===== src/rtl/core/hsir_pkg.sv =====
// ----------------------------------------------------------------------------
// hsir_pkg
// Types, register indexes and helper functions of the humidity sensor reader.
// ----------------------------------------------------------------------------
package hsir_pkg;

    localparam int CFG_IDX_W  = 3;
    localparam int CFG_DATA_W = 16;

    typedef enum logic [CFG_IDX_W-1:0] {
        CFG_DEVICE_ADDRESS = 3'd0,
        CFG_READ_FUNCTION  = 3'd1,
        CFG_START_REGISTER = 3'd2,
        CFG_REGISTER_COUNT = 3'd3,
        CFG_HALF_BIT_TICKS = 3'd4,
        CFG_WAKE_HOLD      = 3'd5,
        CFG_COMMAND_WAIT   = 3'd6,
        CFG_READ_WAIT      = 3'd7
    } t_cfg_idx;

    typedef enum logic [4:0] {
        PH_IDLE, PH_ST_A, PH_ST_B, PH_TX_LO, PH_TX_HI, PH_AK_LO, PH_AK_HI,
        PH_WAKE_WAIT, PH_SP_A, PH_SP_B, PH_CMD_WAIT, PH_RD_WAIT, PH_RX_LO,
        PH_RX_HI, PH_MA_LO, PH_MA_HI, PH_DONE
    } t_phase;

    typedef enum logic [1:0] {
        XF_WAKE, XF_WRITE, XF_READ
    } t_xfer;

    typedef struct packed {
        logic [7:0]  device_address;
        logic [7:0]  read_function;
        logic [7:0]  start_register;
        logic [7:0]  register_count;
        logic [15:0] half_bit_ticks;
        logic [15:0] wake_hold_ticks;
        logic [15:0] command_wait_ticks;
        logic [15:0] read_wait_ticks;
    } t_cfg;

    typedef struct packed {
        logic [7:0] temperature;
        logic [7:0] humidity;
        logic       crc_ok;
        logic       ack_error;
        logic       done_res;
        logic       busy_res;
        logic       sda_release;
        logic       scl_level;
    } t_res;

    localparam logic [15:0] CRC_INIT = 16'hFFFF;
    localparam logic [15:0] CRC_POLY = 16'hA001;
    // ceil(2^19 / 10), exact quotient for any 16-bit dividend
    localparam logic [16:0] DIV10_MUL = 17'd52429;

    function automatic logic [15:0] crc_byte(input logic [15:0] crc, input logic [7:0] b);
        logic [15:0] c;
        c = crc ^ {8'h00, b};
        for (int i = 0; i < 8; i++) begin
            c = c[0] ? ((c >> 1) ^ CRC_POLY) : (c >> 1);
        end
        return c;
    endfunction

    function automatic logic [7:0] div10_low(input logic [15:0] x);
        logic [32:0] p;
        p = {17'd0, x} * {16'd0, DIV10_MUL};
        return p[26:19];
    endfunction

endpackage


===== src/rtl/core/hsir_core.sv =====
// ----------------------------------------------------------------------------
// hsir_core
// Bus sequencer: state registers and the next-state logic of one tick.
// ----------------------------------------------------------------------------
module hsir_core
    import hsir_pkg::*;
#(
    parameter int RESPONSE_BYTES = 8,
    parameter int COMMAND_BYTES  = 3
) (
    input  logic i_clk,
    input  logic i_rst_n,
    input  logic i_step,
    input  logic i_req,
    input  logic i_sda,
    input  t_cfg i_cfg,
    output t_res o_res
);

    localparam int DEPTH = (RESPONSE_BYTES > 6) ? RESPONSE_BYTES : 6;
    localparam int IDXW  = $clog2(DEPTH);
    localparam logic [3:0] LAST_BYTE = 4'(RESPONSE_BYTES - 1);
    localparam logic [3:0] CRC_BYTES = 4'(RESPONSE_BYTES - 2);
    localparam logic [3:0] CMD_BYTES = 4'(COMMAND_BYTES);

    t_phase      r_phase, n_phase;
    t_xfer       r_xfer, n_xfer;
    logic [15:0] r_tick, n_tick;
    logic [3:0]  r_bit, n_bit;
    logic [3:0]  r_byte, n_byte;
    logic [7:0]  r_shift, n_shift;
    logic [15:0] r_crc, n_crc;
    logic        r_err, n_err;
    logic        r_crcf, n_crcf;
    logic [7:0]  r_hum, n_hum;
    logic [7:0]  r_temp, n_temp;
    logic [7:0]  r_store [DEPTH];
    logic        store_we;
    logic [7:0]  rx_byte;

    logic [15:0] seg_raw;
    logic [15:0] seg_len;
    logic        seg_end;
    logic        crc_match;
    logic        last_now;
    logic        n_last;
    logic [7:0]  cmd_byte;

    always_comb begin
        unique case (r_phase)
            PH_WAKE_WAIT: seg_raw = i_cfg.wake_hold_ticks;
            PH_CMD_WAIT:  seg_raw = i_cfg.command_wait_ticks;
            PH_RD_WAIT:   seg_raw = i_cfg.read_wait_ticks;
            default:      seg_raw = i_cfg.half_bit_ticks;
        endcase
        seg_len = (seg_raw == 16'd0) ? 16'd1 : seg_raw;
        seg_end = ({1'b0, r_tick} + 17'd1) >= {1'b0, seg_len};
    end

    assign rx_byte   = {r_shift[6:0], i_sda};
    assign last_now  = r_byte >= LAST_BYTE;
    assign crc_match = (r_store[IDXW'(RESPONSE_BYTES - 2)] == r_crc[7:0])
                    && (r_store[IDXW'(RESPONSE_BYTES - 1)] == r_crc[15:8]);

    always_comb begin
        unique case (r_byte)
            4'd0:    cmd_byte = i_cfg.read_function;
            4'd1:    cmd_byte = i_cfg.start_register;
            default: cmd_byte = i_cfg.register_count;
        endcase
    end

    // next state for one tick
    always_comb begin
        n_phase  = r_phase;
        n_xfer   = r_xfer;
        n_tick   = r_tick + 16'd1;
        n_bit    = r_bit;
        n_byte   = r_byte;
        n_shift  = r_shift;
        n_crc    = r_crc;
        n_err    = r_err;
        n_crcf   = r_crcf;
        n_hum    = r_hum;
        n_temp   = r_temp;
        store_we = 1'b0;
        if (r_phase == PH_IDLE || r_phase == PH_DONE) begin
            n_tick = 16'd0;
            if (i_req) begin
                n_err   = 1'b0;
                n_xfer  = XF_WAKE;
                n_byte  = 4'd0;
                n_bit   = 4'd0;
                n_shift = i_cfg.device_address;
                n_phase = PH_ST_A;
            end else begin
                n_phase = PH_IDLE;
            end
        end else if (seg_end) begin
            n_tick = 16'd0;
            unique case (r_phase)
                PH_ST_A:  n_phase = PH_ST_B;
                PH_ST_B: begin
                    n_bit   = 4'd0;
                    n_phase = PH_TX_LO;
                end
                PH_TX_LO: n_phase = PH_TX_HI;
                PH_TX_HI: begin
                    n_shift = {r_shift[6:0], 1'b0};
                    n_bit   = r_bit + 4'd1;
                    n_phase = (n_bit >= 4'd8) ? PH_AK_LO : PH_TX_LO;
                end
                PH_AK_LO: n_phase = PH_AK_HI;
                PH_AK_HI: begin
                    if (r_xfer == XF_WAKE) begin
                        n_phase = PH_WAKE_WAIT;
                    end else if (i_sda) begin
                        n_err   = 1'b1;
                        n_phase = PH_SP_A;
                    end else if (r_xfer == XF_WRITE) begin
                        n_byte = r_byte + 4'd1;
                        if (n_byte > CMD_BYTES) begin
                            n_phase = PH_SP_A;
                        end else begin
                            n_shift = cmd_byte;
                            n_bit   = 4'd0;
                            n_phase = PH_TX_LO;
                        end
                    end else begin
                        n_byte  = 4'd0;
                        n_bit   = 4'd0;
                        n_crc   = CRC_INIT;
                        n_phase = (i_cfg.read_wait_ticks != 16'd0) ? PH_RD_WAIT : PH_RX_LO;
                    end
                end
                PH_WAKE_WAIT: n_phase = PH_SP_A;
                PH_SP_A:      n_phase = PH_SP_B;
                PH_SP_B: begin
                    if (r_err) begin
                        n_phase = PH_DONE;
                    end else if (r_xfer == XF_WAKE) begin
                        n_xfer  = XF_WRITE;
                        n_byte  = 4'd0;
                        n_bit   = 4'd0;
                        n_shift = i_cfg.device_address;
                        n_phase = PH_ST_A;
                    end else if (r_xfer == XF_WRITE) begin
                        n_phase = PH_CMD_WAIT;
                    end else begin
                        n_crcf = crc_match;
                        if (crc_match) begin
                            n_hum  = div10_low({r_store[2], r_store[3]});
                            n_temp = div10_low({r_store[4], r_store[5]});
                        end
                        n_phase = PH_DONE;
                    end
                end
                PH_CMD_WAIT: begin
                    n_xfer  = XF_READ;
                    n_byte  = 4'd0;
                    n_bit   = 4'd0;
                    n_shift = i_cfg.device_address | 8'h01;
                    n_phase = PH_ST_A;
                end
                PH_RD_WAIT: begin
                    n_bit   = 4'd0;
                    n_phase = PH_RX_LO;
                end
                PH_RX_LO: n_phase = PH_RX_HI;
                PH_RX_HI: begin
                    n_shift = rx_byte;
                    n_bit   = r_bit + 4'd1;
                    if (n_bit >= 4'd8) begin
                        store_we = 1'b1;
                        if (r_byte < CRC_BYTES) begin
                            n_crc = crc_byte(r_crc, rx_byte);
                        end
                        n_phase = PH_MA_LO;
                    end else begin
                        n_phase = PH_RX_LO;
                    end
                end
                PH_MA_LO: n_phase = PH_MA_HI;
                PH_MA_HI: begin
                    if (last_now) begin
                        n_phase = PH_SP_A;
                    end else begin
                        n_byte  = r_byte + 4'd1;
                        n_bit   = 4'd0;
                        n_phase = PH_RX_LO;
                    end
                end
                default: n_phase = PH_IDLE;
            endcase
        end
    end

    // drive levels from the state after this tick
    always_comb begin
        n_last            = n_byte >= LAST_BYTE;
        o_res.scl_level   = 1'b1;
        o_res.sda_release = 1'b1;
        unique case (n_phase)
            PH_ST_B:  o_res.sda_release = 1'b0;
            PH_TX_LO: begin
                o_res.scl_level   = 1'b0;
                o_res.sda_release = n_shift[7];
            end
            PH_TX_HI: o_res.sda_release = n_shift[7];
            PH_AK_LO, PH_WAKE_WAIT, PH_RD_WAIT, PH_RX_LO: o_res.scl_level = 1'b0;
            PH_SP_A: begin
                o_res.scl_level   = 1'b0;
                o_res.sda_release = 1'b0;
            end
            PH_SP_B:  o_res.sda_release = 1'b0;
            PH_MA_LO: begin
                o_res.scl_level   = 1'b0;
                o_res.sda_release = n_last;
            end
            PH_MA_HI: o_res.sda_release = n_last;
            default: ;
        endcase
        o_res.busy_res    = (n_phase != PH_IDLE) && (n_phase != PH_DONE);
        o_res.done_res    = n_phase == PH_DONE;
        o_res.ack_error   = n_err;
        o_res.crc_ok      = n_crcf;
        o_res.humidity    = n_hum;
        o_res.temperature = n_temp;
    end

    always_ff @(posedge i_clk) begin
        if (!i_rst_n) begin
            r_phase <= PH_IDLE;
            r_xfer  <= XF_WAKE;
            r_tick  <= 16'd0;
            r_bit   <= 4'd0;
            r_byte  <= 4'd0;
            r_shift <= 8'd0;
            r_crc   <= CRC_INIT;
            r_err   <= 1'b0;
            r_crcf  <= 1'b0;
            r_hum   <= 8'd0;
            r_temp  <= 8'd0;
        end else if (i_step) begin
            r_phase <= n_phase;
            r_xfer  <= n_xfer;
            r_tick  <= n_tick;
            r_bit   <= n_bit;
            r_byte  <= n_byte;
            r_shift <= n_shift;
            r_crc   <= n_crc;
            r_err   <= n_err;
            r_crcf  <= n_crcf;
            r_hum   <= n_hum;
            r_temp  <= n_temp;
        end
    end

    // response bytes, no reset
    always_ff @(posedge i_clk) begin
        if (i_step && store_we) begin
            r_store[r_byte[IDXW-1:0]] <= rx_byte;
        end
    end

`ifndef ASSERT_OFF
    a_idle_tick_zero: assert property (@(posedge i_clk) disable iff (!i_rst_n)
        (r_phase == PH_IDLE) |-> (r_tick == 16'd0))
        else $error("tick count not cleared in idle");
    a_bit_range: assert property (@(posedge i_clk) disable iff (!i_rst_n)
        (r_phase == PH_TX_LO || r_phase == PH_TX_HI || r_phase == PH_RX_LO
         || r_phase == PH_RX_HI) |-> (r_bit < 4'd8))
        else $error("bit count out of range");
    a_read_byte_range: assert property (@(posedge i_clk) disable iff (!i_rst_n)
        (r_xfer == XF_READ && (r_phase == PH_RX_LO || r_phase == PH_RX_HI))
        |-> (r_byte <= LAST_BYTE))
        else $error("read byte count beyond response");
`endif

endmodule


===== src/rtl/core/humidity_sensor_i2c_reader_top.sv =====
// ----------------------------------------------------------------------------
// humidity_sensor_i2c_reader_top
// Tick-driven I2C reader for a temperature and humidity sensor.
// ----------------------------------------------------------------------------
// Every accepted input item is one bus tick and produces exactly one result
// item carrying the SCL/SDA levels, status and latest readings after that
// tick. An item is accepted every clock cycle: the sequencer state advances
// in one pass of logic and the result sits in an output register, so the
// input stalls only while that register holds an item not yet taken. A
// measurement is a wake transaction, a command write, a wait, an eight-byte
// read and a CRC-16 check; its length in ticks follows the timing registers.
module humidity_sensor_i2c_reader_top
    import hsir_pkg::*;
#(
    parameter int RESPONSE_BYTES = 8,
    parameter int COMMAND_BYTES  = 3
) (
    input  logic                  i_clk,
    input  logic                  i_rst_n,
    input  logic                  i_cfg_we,
    input  logic [CFG_IDX_W-1:0]  i_cfg_addr,
    input  logic [CFG_DATA_W-1:0] i_cfg_wdata,
    input  logic                  s_axis_tvalid,
    output logic                  s_axis_tready,
    input  logic [7:0]            s_axis_tdata,  // start_request, sda_in
    output logic                  m_axis_tvalid,
    input  logic                  m_axis_tready,
    // scl_level, sda_release, busy_res, done_res, ack_error, crc_ok,
    // humidity[7:0], temperature[7:0]
    output logic [23:0]           m_axis_tdata
);

    t_cfg  r_cfg;
    t_res  res;
    t_res  r_res;
    logic  r_valid;
    logic  step;

    assign s_axis_tready = !r_valid || m_axis_tready;
    assign step          = s_axis_tvalid && s_axis_tready;

    always_ff @(posedge i_clk) begin
        if (!i_rst_n) begin
            r_cfg.device_address     <= 8'hB8;
            r_cfg.read_function      <= 8'h03;
            r_cfg.start_register     <= 8'h00;
            r_cfg.register_count     <= 8'h04;
            r_cfg.half_bit_ticks     <= 16'd10;
            r_cfg.wake_hold_ticks    <= 16'd2000;
            r_cfg.command_wait_ticks <= 16'd2000;
            r_cfg.read_wait_ticks    <= 16'd30;
        end else if (i_cfg_we) begin
            unique case (t_cfg_idx'(i_cfg_addr))
                CFG_DEVICE_ADDRESS: r_cfg.device_address     <= i_cfg_wdata[7:0];
                CFG_READ_FUNCTION:  r_cfg.read_function      <= i_cfg_wdata[7:0];
                CFG_START_REGISTER: r_cfg.start_register     <= i_cfg_wdata[7:0];
                CFG_REGISTER_COUNT: r_cfg.register_count     <= i_cfg_wdata[7:0];
                CFG_HALF_BIT_TICKS: r_cfg.half_bit_ticks     <= i_cfg_wdata;
                CFG_WAKE_HOLD:      r_cfg.wake_hold_ticks    <= i_cfg_wdata;
                CFG_COMMAND_WAIT:   r_cfg.command_wait_ticks <= i_cfg_wdata;
                CFG_READ_WAIT:      r_cfg.read_wait_ticks    <= i_cfg_wdata;
                default: ;
            endcase
        end
    end

    hsir_core #(
        .RESPONSE_BYTES (RESPONSE_BYTES),
        .COMMAND_BYTES  (COMMAND_BYTES)
    ) u_core (
        .i_clk   (i_clk),
        .i_rst_n (i_rst_n),
        .i_step  (step),
        .i_req   (s_axis_tdata[0]),
        .i_sda   (s_axis_tdata[1]),
        .i_cfg   (r_cfg),
        .o_res   (res)
    );

    always_ff @(posedge i_clk) begin
        if (!i_rst_n) begin
            r_valid <= 1'b0;
        end else if (s_axis_tready) begin
            r_valid <= s_axis_tvalid;
        end
    end

    always_ff @(posedge i_clk) begin
        if (step) begin
            r_res <= res;
        end
    end

    assign m_axis_tvalid = r_valid;
    assign m_axis_tdata  = {2'b00, r_res};

`ifndef ASSERT_OFF
    a_done_not_busy: assert property (@(posedge i_clk) disable iff (!i_rst_n)
        r_valid |-> !(r_res.done_res && r_res.busy_res))
        else $error("done and busy together");
    a_idle_released: assert property (@(posedge i_clk) disable iff (!i_rst_n)
        (r_valid && !r_res.busy_res) |-> (r_res.scl_level && r_res.sda_release))
        else $error("bus driven while not busy");
    a_no_result_after_reset: assert property (@(posedge i_clk)
        (i_rst_n && $past(!i_rst_n)) |-> !r_valid)
        else $error("result valid right after reset");
`endif

endmodule

===== config.mk =====
export PLATFORM = sky130hd
export DESIGN_NAME = humidity_sensor_i2c_reader_top
export DESIGN_NICKNAME = d
export VERILOG_FILES = /design/src/rtl/core/hsir_pkg.sv /design/src/rtl/core/hsir_core.sv /design/src/rtl/core/humidity_sensor_i2c_reader_top.sv
export SDC_FILE = /design/constraint.sdc
export NUM_CORES = 1
export LEC_CHECK = 0
export BUFFER_PORTS_ARGS = -buffer_cell sky130_fd_sc_hd__buf_2
export CAP_MARGIN = 30
export CELL_PAD_IN_SITES_DETAIL_PLACEMENT = 1
export CELL_PAD_IN_SITES_GLOBAL_PLACEMENT = 2
export CORE_ASPECT_RATIO = 0.7
export CORE_MARGIN = 2
export CORE_UTILIZATION = 38
export DETAILED_ROUTE_END_ITERATION = 8
export PLACE_DENSITY_LB_ADDON = 0.1
export SETUP_SLACK_MARGIN = 0.4
export SYNTH_ARGS = -nofsm -noshare
export SYNTH_HDL_FRONTEND = slang
export SYNTH_SLANG_ARGS = --single-unit

===== constraint.sdc =====
create_clock -name i_clk -period 6.99 [get_ports i_clk]
set_input_delay 0.3495 -clock i_clk [delete_from_list [all_inputs] [get_ports i_clk]]
set_output_delay 0.3495 -clock i_clk [all_outputs]
set_load 0.05 [all_outputs]

## Word-level counts from Yosys, hierarchy flattened

Memory sizes are Yosys's and may differ from the RTL's.
Index checks and enable logic that the tools add are counted.

- Register bits after elaboration: 192
- RAM bits: 64
- Input bits: 32
- Output and inout bits: 26
- Logic and storage cells: 248
- Memories: 1

Memory list:

| memory | words | width | read ports | clocked after Yosys merged registers in | write ports | line | RTL |
|---|---|---|---|---|---|---|---|
| u_core.r_store | 8 | 8 | 6 | 0 | 1 | hsir_core.sv:37 | `logic [7:0] r_store [DEPTH];` |

- Add/subtract/negate cells: 4
- Multipliers: 2
- Order comparisons: 6
- Equal/unequal tests: 54
- Multiplexer cells: 105
- Bitwise logic cells: 10
- Reduce and logical (&&, ||, !) cells: 37

Operator list:

| cell | count |
|---|---|
| 16-bit two-way mux | 16 |
| 8-bit two-way mux | 23 |
| 4-bit two-way mux | 20 |
| 5-bit one-hot mux with 15 select lines | 1 |
| 5-bit by 4-bit == test with 1-bit output (second input constant) | 14 |
| 16-bit by 16-bit multiplier with 27-bit output (second input constant) | 2 |
| 16-bit one-hot mux with 3 select lines | 1 |
| 5-bit two-way mux | 8 |
| 8-bit one-hot mux with 5 select lines | 1 |
| 5-bit by 3-bit == test with 1-bit output (second input constant) | 7 |
| 16-bit one-hot mux with 2 select lines | 1 |
| 2-bit inverter with 3-bit output | 8 |
| 5-bit by 2-bit == test with 1-bit output (second input constant) | 4 |
| 1-bit two-way mux | 20 |
| 4-bit one-hot mux with 5 select lines | 1 |
| 10-bit AND reduction | 2 |
| 16-bit by 1-bit adder with 17-bit output (second input constant) | 1 |
| 17-bit by 16-bit >= comparator with 1-bit output | 1 |
| 16-bit by 1-bit adder with 16-bit output (second input constant) | 1 |
| 8-bit == test | 2 |
| 16-bit logical NOT | 1 |
| 4-bit one-hot mux with 4 select lines | 1 |
| 8-bit one-hot mux with 2 select lines | 1 |
| 2-bit AND reduction | 8 |
| other kinds (42) | 73 |

## Longest topological paths before layout

Gate-level depths: netlist of the first run.

- Depth after elaboration: 20
- Gate-level depth with buffers: 21
- Mapped depth without buffers: 19

## Modules after synthesis

From an unflattened synthesis of the first run, not the netlist that was laid out.

- Cell total of the unflattened synthesis: 1988
- Area, all modules: 19517.5 um^2

Modules (own cells, without submodules):

| module | times used | cells each | area an instance (um^2) | sequential area each (um^2) |
|---|---|---|---|---|
| hsir_core | 1 | 1605 | 15113.2 | 2902.8 |
| humidity_sensor_i2c_reader_top | 1 | 383 | 4404.2 | 2602.5 |

## Least setup slack after synthesis of the first run

Ideal clock, no wire load.

- Path kind: register to register
- Start point: memory u_core.r_store[4][0]
- End point: register r_res, in the netlist m_axis_tdata[21], data pin
- Setup time: 0.269 ns
- Arrival time: 5.244 ns
- Data required time: 6.721 ns
- Slack: 1.477 ns
- Cell stages (with the launch flop): 20
- Path buffers: 0
- Clock period less this slack: 5.513 ns
- Path through: edfxtp_1 > ha_1 > fa_1 > inv_1 > fa_1 > fa_1 > inv_1 > fa_1 > inv_1 > fa_1 > inv_1 > ha_1 > and4_1 > a21oi_1 > o211ai_1 > a21oi_2 > o21ai_1 > o41ai_2 > xor2_1 > o21ai_0

RTL lines:

| item | line | RTL |
|---|---|---|
| start: declaration | hsir_core.sv:37 |  |
| end signal: assignment | humidity_sensor_i2c_reader_top.sv:90 | `r_res <= res;` |
| end: declaration | humidity_sensor_i2c_reader_top.sv:35 | `t_res r_res;` |

==> impl_metrics.env, run 1 <==
export IMPL_maxSlewViolCount=0
export IMPL_dp_hpwl_microns=42700
export IMPL_post_synth_top_area_fraction=0.178
export IMPL_grt_start_max_net_pins=68
export IMPL_grt_pass1_wl_microns=89100
export IMPL_cts_htree_levels=1
export IMPL_final_util=0.422
export IMPL_dieArea_sq_um=52200
export IMPL_final_nets=2496
export IMPL_io_pins=58
export IMPL_viasPerCell=5.27
export IMPL_holdWs_ps=46.6
export IMPL_worstPathArrival_ps=6450
export IMPL_io_buffers=49
export IMPL_required_ps=7280
export IMPL_worstPathMaxFanout=5
export IMPL_synth_top_area_cell="dfxtp_1"
export IMPL_synth_distinct_cells=96
export IMPL_max_slew_margin_rel=0.363
export IMPL_syn_avg_cell_area_sq_um=9.27
export IMPL_yosysWarnings=0
export IMPL_cap_violations=0
export IMPL_period_share=0.881
export IMPL_antenna_cells=0
export IMPL_power_switching_uw=789
export IMPL_dr_pass1_iters=5
export IMPL_dp_cells=2716
export IMPL_start_util=0.387
export IMPL_fin_tns_setup_ps=0
export IMPL_skew_ps=34.6
export IMPL_insertion_delay_ps=580
export IMPL_drtAntennaViolNets=0
export IMPL_outcome="finished clean"
export IMPL_p_clk_frac=0.451
export IMPL_core_sq_um=49500
export IMPL_drtIter0Drc=744
export IMPL_syn_area_sq_um=19100
export IMPL_netlist_instances=2065
export IMPL_grt_overflow_total=0
export IMPL_cts_root_buf="clkbuf_16"
export IMPL_drc=0
export IMPL_cts_sinks=240
export IMPL_die_h_microns=192
export IMPL_tightestPinTransition_ps=953
export IMPL_final_hold_viol_count=0
export IMPL_startpoint_type="register"
export IMPL_design_area_sq_um=20900
export IMPL_fmax_mhz=162
export IMPL_grtUsageTotal=0.218
export IMPL_async_flop_share=0
export IMPL_cts_tree="done"
export IMPL_synth_seq_area_share=0.288
export IMPL_hold_path_class="in -> reg"
export IMPL_power_mw=3.07
export IMPL_critPathCaptureType="register"
export IMPL_synth_seq_cells=240
export IMPL_final_cell_count_no_fill=2766
export IMPL_cts_buffers=27
export IMPL_p_int_mw=2.29
export IMPL_rsz0062_at_grt="false"
export IMPL_p_comb_frac=0.069
export IMPL_vias=14600
export IMPL_routedWlPerCell_microns=20.0
export IMPL_die_w_microns=272
export IMPL_switching_share=0.257
export IMPL_antenna_found_initial=1
export IMPL_ys_flop_type="dfxtp_1"
export IMPL_synth_edf_count=70
export IMPL_seqPwrFrac=0.480
export IMPL_drive_above_1_share=0.0690
export IMPL_pre_cts_slack_ps=849
export IMPL_fin_crit_ps=6160
export IMPL_place_congestion=0.885
export IMPL_postRouteWirelength_microns=55400
export IMPL_powerDensity_nw_per_um2=147
export IMPL_cts_resized_gates=0
export IMPL_synthTopCellsByArea="dfxtp_1 18%, fa_1 17%, ha_1 15%"
export IMPL_clockBufferDepth=3
export IMPL_leakagePower_nw=9.30
export IMPL_finalSetupViolCount=0
export IMPL_dpl_cell_area_sq_um=20000
export IMPL_cts_clk_slew_worst_paths_ps=60
export IMPL_worstSetupPathType="reg -> reg"
export IMPL_area_delta_synth_final_pct=9.02
export IMPL_num_rows=68
export IMPL_setup_slack_ps=828
export IMPL_ir_worst_vdd_mv=0.168
export IMPL_first_global_vias=15800
[Yosys cell counts (all sizes together) (13+ instances only)]
master / instances
o211ai: 15
mux2i: 28
dfxtp: 170
o21ai: 57
ha: 225
fa: 158
nand3: 55
buf: 28
a21oi: 117
nor3: 43
nor2: 118
a221oi: 20
inv: 304
nand4: 24
a22oi: 30
xor2: 40
nand2: 272
clkbuf: 56
xnor2: 42
nand2b: 13
edfxtp: 70
[per-layer routing]
metal	track usage	vias to the layer above	share of wire	wire length [microns]
met1	0.320	7331	0.51	28100
met3	0.0231	48	0.034	1870
met4	0.0376	0	0.014	777
li1	-	7005	-	-
met2	0.351	202	0.44	24700
met5	0	-	0	0
[sequential cells by signal, indices dropped and copies added, names as in the netlist]
signal / flops
m_axis_tdata: 22
u_core.r_crc: 16
u_core.r_hum: 8
r_cfg: 96
u_core.r_tick: 16
u_core.r_temp: 8
u_core.r_phase: 5
m_axis_tvalid: 1
u_core.r_crcf: 1
u_core.r_shift: 8
u_core.r_store: 48
u_core.r_err: 1
u_core.r_xfer: 2
u_core.r_byte: 4
u_core.r_bit: 4
[what timing repair did]
| item | in CTS | in global routing |
|---|---|---|
| endpoints found under the hold margin | 1 | 0 |
| setup endpoints to repair | 0 | 0 |
| hold buffers | 1 | 0 |
| setup buffers | 0 | 0 |
[worst max-delay path, stage by stage (launching register included)]
cell	delay [ps]
edfxtp_1	520
ha_1	440
fa_1	560
inv_1	60
fa_1	510
fa_1	550
inv_1	60
fa_1	560
inv_1	70
fa_1	530
inv_1	50
ha_1	360
and4_1	230
a21oi_1	160
o211ai_1	120
a21oi_2	260
o21ai_1	180
o41ai_2	410
xor2_1	170
o21ai_0	80
[power by group through the flow]
stage	clock network [mW]	registers [mW]	logic, mW
6_report	1.39	1.48	0.211
2_1_floorplan	0	1.52	0.124
3_3_place_gp	0	1.51	0.207
3_5_place_dp	0	1.51	0.214
5_1_grt	1.49	1.48	0.232
4_1_cts	1.43	1.48	0.215
[area by class of cell]
type,count,area [sq um]
fill,5750,28600
multi-input combinational,1438,12100
sequential,240,5510
inverter,304,1140
tap,665,832
clock buffer,41,779
timing repair buffer,70,425
clock inverter,8,58.8
[layout by cell type, fill, tap and decap left out, drive strengths merged, types with 20 or more instances in the layout]
master and n:
a21oi 117, nor2 118, clkbuf 41, a221oi 20, ha 225, o21ai 57, mux2i 28, dfxtp 170
nand4 24, inv 305, a22oi 30, nor3 43, buf 69, xor2 40, fa 158, nand2 272
nand3 55, xnor2 42, edfxtp 70
[final timing paths]
kind | slack (ps) | start | depth (start not counted) | to
hold / removal | 50 | i_cfg_wdata[12] | 3 | r_cfg[28]
setup reg to reg | 830 | u_core.r_store[4][0] | 19 | m_axis_tdata[21]
hold reg to reg | 450 | r_cfg[21] | 2 | r_cfg[21]
setup / recovery | 830 | u_core.r_store[4][0] | 19 | m_axis_tdata[21]
[cells by family after synthesis]
kind of cell,share of synthesized area
AND/OR/NAND/NOR,0.145
XOR/XNOR,0.0375
buffers and inverters,0.0795
adder cells (fa/ha/maj),0.312
AO/OA/AOI/OAI,0.116
other,0.000196
flip-flops,0.288
multiplexers,0.0213
Note: power is estimated with default switching activity, not from simulation.
==> inputs of run 2 (changes only) <==
- CORE_MARGIN: 2 -> unset
- clock period: 6.99 -> 7.5 ns (I/O delays scaled with it)
==> run 2 against run 1 <==
  * Non-clock buffer count increased by 2
  * Clock power fell by 6%
  * Sequential cell count unchanged
  * Worst setup slack gained 460 ps
  * Combinational power is 5% lower
  * Design area up 0.12%
  * Clock-buffer cell count down 2
  * Routed wire length increased by 1.3%
  * Clock skew up 0.98 ps
  * Worst hold slack better by 11 ps
  * Die area fell by 1.8%
  * Sequential share of layout area barely moved
  * Largest cell class unchanged
  * Highest routed layer unchanged
==> impl_metrics.env, run 2 (same netlist as run 1, synthesis figures left out) <==
export IMPL_finalSetupViolCount=0
export IMPL_area_delta_synth_final_pct=9.15
export IMPL_maxSlewViolCount=0
export IMPL_grt_start_max_net_pins=82
export IMPL_rsz0062_at_grt="false"
export IMPL_dieArea_sq_um=51300
export IMPL_cap_violations=0
export IMPL_nFillCells=5742
export IMPL_cts_tree="done"
export IMPL_max_slew_margin_rel=0.346
export IMPL_routedWlPerCell_microns=20.3
export IMPL_largest_reg_flops=96
export IMPL_cts_root_buf="clkbuf_16"
export IMPL_drc=0
export IMPL_setup_slack_ps=1290
export IMPL_p_int_mw=2.14
export IMPL_dr_wl_met3_microns=1600
export IMPL_seqPwrFrac=0.479
export IMPL_place_congestion=0.877
export IMPL_final_util=0.422
export IMPL_pre_cts_slack_ps=1270
export IMPL_critPathCaptureType="register"
export IMPL_core_sq_um=49500
export IMPL_viasPerCell=5.27
export IMPL_cts_clk_slew_worst_paths_ps=60
export IMPL_cts_htree_levels=1
export IMPL_io_buffers=49
export IMPL_dr_wl_met2_microns=25300
export IMPL_first_global_vias=15700
export IMPL_die_h_microns=190
export IMPL_ctsHoldBuffers=0
export IMPL_p_clk_frac=0.452
export IMPL_antenna_cells=0
export IMPL_cts_resized_gates=0
export IMPL_outcome="finished clean"
export IMPL_antenna_found_initial=1
export IMPL_grt_overflow_total=0
export IMPL_hold_path_class="in -> reg"
export IMPL_drtAntennaViolNets=0
export IMPL_top_layer_used="met4"
export IMPL_ir_worst_vdd_mv=0.159
export IMPL_worstPathArrival_ps=6500
export IMPL_clockBufferDepth=3
export IMPL_io_pins=58
export IMPL_dp_hpwl_microns=43400
export IMPL_postRouteWirelength_microns=56100
export IMPL_start_util=0.387
export IMPL_startpoint_type="register"
export IMPL_fin_crit_ps=6210
export IMPL_holdWs_ps=57.2
export IMPL_die_w_microns=270
export IMPL_layout_common_cells="303 x inv_1, 272 x nand2_1, 225 x ha_1, 169 x dfxtp_1, 158 x fa_1"
export IMPL_required_ps=7790
export IMPL_wl_met1_microns=28500
export IMPL_leakagePower_nw=9.33
export IMPL_worstPathMaxFanout=5
export IMPL_cts_sinks=240
export IMPL_dr_pass1_iters=5
export IMPL_post_cts_buffers=0
export IMPL_vias=14600
export IMPL_p_comb_frac=0.070
export IMPL_regMostFlops="r_cfg"
export IMPL_power_switching_uw=737
export IMPL_skew_ps=35.6
export IMPL_tightestPinTransition_ps=978
export IMPL_layout_commonest_cell="inv_1"
export IMPL_num_rows=68
export IMPL_switching_share=0.256
export IMPL_final_hold_viol_count=0
export IMPL_fin_tns_setup_ps=0
export IMPL_grt_pass1_wl_microns=90500
export IMPL_final_nets=2498
export IMPL_fmax_mhz=161
export IMPL_powerDensity_nw_per_um2=137
export IMPL_worstSetupPathType="reg -> reg"
export IMPL_insertion_delay_ps=580
export IMPL_drtIter0Drc=684
export IMPL_period_share=0.828
export IMPL_drive_above_1_share=0.0732
export IMPL_cts_buffers=27
export IMPL_grtUsageTotal=0.223
## run 2: worst max-delay path, cell delays in order, from the launching register on
cell      delay, ps
edfxtp_1        530
ha_1            440
fa_1            560
inv_1            50
fa_1            510
fa_1            550
inv_1            60
fa_1            570
inv_1            70
fa_1            530
inv_1            40
ha_1            350
and4_1          230
a21oi_1         150
o211ai_1        120
a21oi_2         280
o21ai_1         200
o41ai_2         430
xor2_1          190
o21ai_0          80
## run 2: per-stage QoR
stage	area, sq um	power, mW	instances
global route	20900	2.99	2768
global placement	20000	1.60	2718
detailed placement	20000	1.60	2718
CTS	20900	2.92	2767
floorplan	19200	1.53	2066
finish	20900	2.87	2768
## run 2: area by class of cell
class                   instances  area, sq um  area share
clock inverters                10         70.1     0.00335
flip-flops and latches        240         5510       0.263
multi-input cells            1438        12100       0.580
inverters                     304         1140      0.0547
well taps                     665          832      0.0398
clock buffers                  39          781      0.0374
repair buffers                 72          438      0.0210
## run 2: layer usage
layer	GRT usage	up-vias
li1	-	7027
met1	0.324	7312
met2	0.368	199
met3	0.0217	42
met4	0.0317	0
met5	0	-
## run 2: worst paths after layout
path                         from  depth (start not counted)  slack [ps]               end
max reg2reg  u_core.r_store[4][0]                         19        1290  m_axis_tdata[21]
min reg2reg      u_core.r_temp[5]                          2         450  u_core.r_temp[5]
max          u_core.r_store[4][0]                         19        1290  m_axis_tdata[21]
min                 s_axis_tvalid                          3          60     m_axis_tvalid
## run 2: power by group through the flow
stage | sequential, mW | clock [mW] | combinational, mW
6_report | 1.38 | 1.30 | 0.200
5_1_grt | 1.38 | 1.39 | 0.218
3_3_place_gp | 1.40 | 0 | 0.195
4_1_cts | 1.38 | 1.34 | 0.201
3_5_place_dp | 1.40 | 0 | 0.200
2_1_floorplan | 1.42 | 0 | 0.116
